<file path="src/pspd_pkg.sv">
`default_nettype none

package pspd_pkg;

    localparam int COORD_BITS = 24;
    localparam int DW  = COORD_BITS + 1;
    localparam int LW  = 2 * DW;
    localparam int NW  = 3 * DW;
    localparam int QW  = DW;
    localparam int RW  = DW;
    localparam int SW  = 2 * DW;
    localparam int RMW = DW + 2;
    localparam int LATENCY = 11 + QW + RW;

    typedef enum logic [1:0] {
        ST_INSIDE  = 2'd0,
        ST_OUTSIDE = 2'd1,
        ST_DEGEN   = 2'd2
    } status_t;

    typedef struct packed {
        logic [LW-1:0] den;
        logic [LW-1:0] rem_x;
        logic [LW-1:0] rem_y;
        logic [QW-1:0] num_x;
        logic [QW-1:0] num_y;
        logic [QW-1:0] quo_x;
        logic [QW-1:0] quo_y;
    } div_t;

    typedef struct packed {
        logic [RMW-1:0] rem;
        logic [RW-1:0]  root;
        logic [SW-1:0]  rad;
    } sq_t;

    typedef struct packed {
        status_t                status;
        logic                   neg_x;
        logic                   neg_y;
        logic [COORD_BITS-1:0]  ax;
        logic [COORD_BITS-1:0]  ay;
        logic [COORD_BITS-1:0]  qx;
        logic [COORD_BITS-1:0]  qy;
    } side1_t;

    typedef struct packed {
        status_t                status;
        logic [COORD_BITS-1:0]  fx;
        logic [COORD_BITS-1:0]  fy;
    } side2_t;

endpackage

`default_nettype wire

</file>
<file path="src/pspd_div_cell.sv">
`default_nettype none

module pspd_div_cell (
    input  wire logic          clk,
    input  wire logic          rst_n,
    input  wire logic          in_valid,
    input  wire pspd_pkg::div_t in_d,
    output logic               out_valid,
    output pspd_pkg::div_t     out_d
);

    logic [pspd_pkg::LW:0] trial_x, trial_y, diff_x, diff_y, den_ext;
    logic                  take_x, take_y;
    logic                  valid_reg;
    pspd_pkg::div_t        data_reg, data_next;

    always_comb
    begin
        den_ext = {1'b0, in_d.den};
        trial_x = {in_d.rem_x, in_d.num_x[pspd_pkg::QW-1]};
        trial_y = {in_d.rem_y, in_d.num_y[pspd_pkg::QW-1]};
        diff_x  = trial_x - den_ext;
        diff_y  = trial_y - den_ext;
        take_x  = trial_x >= den_ext;
        take_y  = trial_y >= den_ext;
        data_next.den   = in_d.den;
        data_next.rem_x = take_x ? diff_x[pspd_pkg::LW-1:0] : trial_x[pspd_pkg::LW-1:0];
        data_next.rem_y = take_y ? diff_y[pspd_pkg::LW-1:0] : trial_y[pspd_pkg::LW-1:0];
        data_next.num_x = {in_d.num_x[pspd_pkg::QW-2:0], 1'b0};
        data_next.num_y = {in_d.num_y[pspd_pkg::QW-2:0], 1'b0};
        data_next.quo_x = {in_d.quo_x[pspd_pkg::QW-2:0], take_x};
        data_next.quo_y = {in_d.quo_y[pspd_pkg::QW-2:0], take_y};
    end

    always_ff @(posedge clk or negedge rst_n)
    begin
        if (!rst_n)
        begin
            valid_reg <= 1'b0;
        end
        else
        begin
            valid_reg <= in_valid;
        end
    end

    always_ff @(posedge clk)
    begin
        data_reg <= data_next;
    end

    assign out_valid = valid_reg;
    assign out_d     = data_reg;

endmodule

`default_nettype wire

</file>
<file path="config.mk">
export PLATFORM = sky130hd
export DESIGN_NAME = pspd_div_cell
export DESIGN_NICKNAME = d
export VERILOG_FILES = /design/src/pspd_pkg.sv /design/src/pspd_div_cell.sv
export SDC_FILE = /design/constraint.sdc
export NUM_CORES = 1
export LEC_CHECK = 0
export BUFFER_PORTS_ARGS = -buffer_cell sky130_fd_sc_hd__clkbuf_2
export CAP_MARGIN = 5
export CORE_AREA = 2 2 198 200
export CTS_CLUSTER_SIZE = 24
export DETAILED_ROUTE_END_ITERATION = 8
export DIE_AREA = 0 0 200 202
export PLACE_DENSITY = 0.59
export SYNTH_ARGS = -nofsm -noshare
export SYNTH_HDL_FRONTEND = slang
export SYNTH_SLANG_ARGS = --single-unit
</file>
<file path="constraint.sdc">
create_clock -name clk -period 0.9 [get_ports clk]
set_clock_uncertainty 0.2 [all_clocks]
set_input_delay 0.27 -clock clk [delete_from_list [all_inputs] [get_ports clk]]
set_output_delay 0.27 -clock clk [all_outputs]
set_load 0.02 [all_outputs]
</file>
==> impl_metrics.json <==
{
  "synth.distinct_cells": 74,
  "synth_edf_count": 0,
  "antenna_found_initial": 12,
  "h-tree-depth": 1,
  "initial_core_util_pct": 32.63,
  "post-route-min-period_ns": 2.817,
  "ys_seq_elements": 249,
  "cellPowerDensity_nw_per_um2": 1624,
  "die_h_um": 202,
  "drt-initial-drc-count": 879,
  "drive_gt1_share_pct": 63.36,
  "detail-route-antenna-nets": 0,
  "syn_avg_cell_area_um2": 8.911,
  "rsz0062_at_grt": "yes",
  "hp-class": "in2reg",
  "clock-sinks": 249,
  "finalNonFillerCells": 3187,
  "ys_warn_count": 0,
  "worstPathRequired_ns": 1.16,
  "grt_overflow": 0,
  "firstDrtPassIters": 8,
  "die_area_um2": 40400,
  "synthMuxAreaShare_pct": 4.437,
  "synth_compound_area_share_pct": 20.75,
  "violations": "negative hold slack, negative setup slack",
  "placement.io_buffers": 499,
  "startpoint_type": "primary input",
  "critical_path_arrival_ns": 3.08,
  "synth-main-ff-cell": "dfxtp_1",
  "multi_input_area_um2": 8836,
  "ioPinCount": 504,
  "fillers": 2556,
  "grt_first_pass_wirelength_mm": 95.79,
  "use_met2_pct": 54.65,
  "syn-cell-area_um2": 12490,
  "status": "complete, but fails checks",
  "hold_ws_ns": -0.4042,
  "cpMaxStageDelayCell": "fa_2",
  "gr-usage-met3_pct": 4.489,
  "hold_violations": 55,
  "synthToLayoutAreaGrowth_pct": 121.9,
  "slew_violations": 0,
  "crit_family": "compound AO/OA/AOI/OAI gates",
  "met1_usage_pct": 35.03,
  "ys_seq_area_share_pct": 39.94,
  "synthTopCellsByCount": "dfxtp_1, nand2_1, a21oi_1, o21ai_0, ha_1",
  "numCtsBuffers": 29,
  "cp_cell_sequence": "buf_8 -> clkinvlp_4 -> buf_6 -> fa_2 -> a21oi_4 -> o211ai_1 -> a311oi_1 -> buf_4 -> nor2_4 -> a311oi_2 -> buf_4 -> buf_6 -> o31ai_4 -> o21ai_1 -> xnor2_1 -> mux2_2",
  "grt_pass1_vias": 16614,
  "netlist.area_leader.share_pct": 39.74,
  "synth_top_family_by_area": "compound AO/OA/AOI/OAI gates",
  "place_inst": 2862,
  "cap_viol_max_count": 0,
  "yosys.area_share.simple_pct": 14.65,
  "max_freq_mhz": 355.0,
  "grt_usage_pct": 31.08,
  "ys_top_cells_by_area": "dfxtp_1, ha_1, a21oi_1, o21ai_0, nand2_1",
  "worst_slack_ns": -1.917,
  "fin_crit_sh_pct": 313.0,
  "cts_tree": "done",
  "syn-instance-count": 1402,
  "drt_wl_total_mm": 69.97,
  "ir_drop_mv": 1.290,
  "cts_max_path_buffers": 3,
  "synth.largest_area_cell": "dfxtp_1",
  "grt_max_degree": 21,
  "async_flop_share_pct": 0.4016,
  "routed-via-count": 16211,
  "drc": 0,
  "rows": 72,
  "totalPowerFinal_uw": 45020,
  "p_leak_uw": 0.01295,
  "coreArea_um2": 38290,
  "endpoint_kind": "register",
  "crit_type": "in2reg",
  "worst_slew_pin_slew_ns": 0.4847,
  "yosysMostFrequentCell": "dfxtp_1",
  "setup_viol": 351,
  "wl_per_cell_um": 21.96,
  "regArea_um2": 5319,
  "clockRootBuffer": "clkbuf_16",
  "synthAdderAreaFrac_pct": 10.34,
  "synth-xor-area-share_pct": 5.398,
  "fin_nets": 2990,
  "critical_path_buf_inv_count": 6,
  "hpwlAfterDp_mm": 46.67,
  "post-place-ws_ns": -2.585,
  "gp_congestion": 0.9462,
  "busiest_layer": "met2",
  "relSlewSlack_pct": 67.34,
  "cp_max_fo": 4,
  "cp_slowest_stage_delay_ns": 0.38,
  "die_x_um": 200,
  "cts.reportedPaths.clkPinSlew_ns": 0.06,
  "viasPerCell": 5.087
}
layout by cell type (no fill, tap or decap), drive strengths merged, types with 15 or more instances in the layout:
master and count:
o21ai 115, ha 100, xor2 29, buf 818
dfxtp 248, xnor2 48, a21o 51, o21a 15
o31ai 21, nand3 44, nor3 23, nor2 82
inv 87, a21oi 112, dlygate4sd3 193, nand2 140
mux2 39, nand4 24, clkbuf 275
kinds of logic after synthesis:
kind of cell               Yosys count
AOI/OAI and AO/OA                  410
and+or+nand+nor                    388
DFF                                249
buffers and inverters              135
adders and majority gates          102
xor gates and xnor gates            77
muxes                               40
other                                1
sequential cells by signal, summed over array words and instances (netlist names):
signal     flops
out_d        248
out_valid      1
metrics by stage:
| step | cell area (µm²) | setup TNS, ns | utilization [%] | hold WS [ns] |
|---|---|---|---|---|
| final | 27730 | -321.90 | 72.41 | -0.4042 |
| after global routing | 27720 | -333.17 | 72.41 | -0.4188 |
| after detailed placement | 19270 | -259.38 | 50.34 | -0.1538 |
| after global placement | 19270 | -253.26 | 50.34 | -0.1545 |
| after CTS | 25880 | -325.05 | 67.59 | -0.3945 |
| after floorplan | 12660 | -200.99 | - | -0.2256 |
power by group:
| group | total, µW | internal (µW) | switching [µW] |
|---|---|---|---|
| registers | 13800 | 12700 | 1110 |
| clock network | 11600 | 6380 | 5270 |
| logic | 19600 | 10700 | 8920 |
| total | 45000 | 29700 | 15300 |
layout make-up:
| cell class | instances | share of cell area [%] |
|---|---|---|
| clock buffer | 33 | 2.708 |
| sequential | 249 | 19.18 |
| timing repair buffer | 1254 | 41.93 |
| inverter | 82 | 1.259 |
| clock inverter | 21 | 0.6137 |
| multi-input combinational | 1019 | 31.87 |
| antenna | 11 | 0.09928 |
| tap | 518 | 2.338 |
final timing paths:
| check | start | depth (start not counted) | end | slack [ns] |
|---|---|---|---|---|
| max | in_d[201] | 16 | out_d[194]$_DFF_P_ | -1.92 |
| min | in_d[201] | 1 | out_d[201]$_DFF_P_ | -0.40 |
| max in group asynchronous | rst_n | 2 | out_valid$_DFF_PN0_ | 0.59 |
| min in group asynchronous | rst_n | 2 | out_valid$_DFF_PN0_ | -0.18 |
per-layer routing:
| metal | part of all wire [%] | vias up | wire length, µm |
|---|---|---|---|
| met5 | 0.047 | - | 33 |
| met4 | 7.7 | 4 | 5380 |
| met3 | 6.5 | 268 | 4519 |
| met2 | 48 | 762 | 33890 |
| met1 | 37 | 7676 | 26150 |
| li1 | - | 7501 | - |
repair_timing:
item,in CTS,in global routing
gates resized for setup,924,593
hold buffers,194,1
cloned,4,5
hold endpoints to repair,247,56
buffers inserted,41,34
setup endpoints to repair,351,353
pin swaps,69,113
No activity file was read; power rests on OpenSTA's default activity.
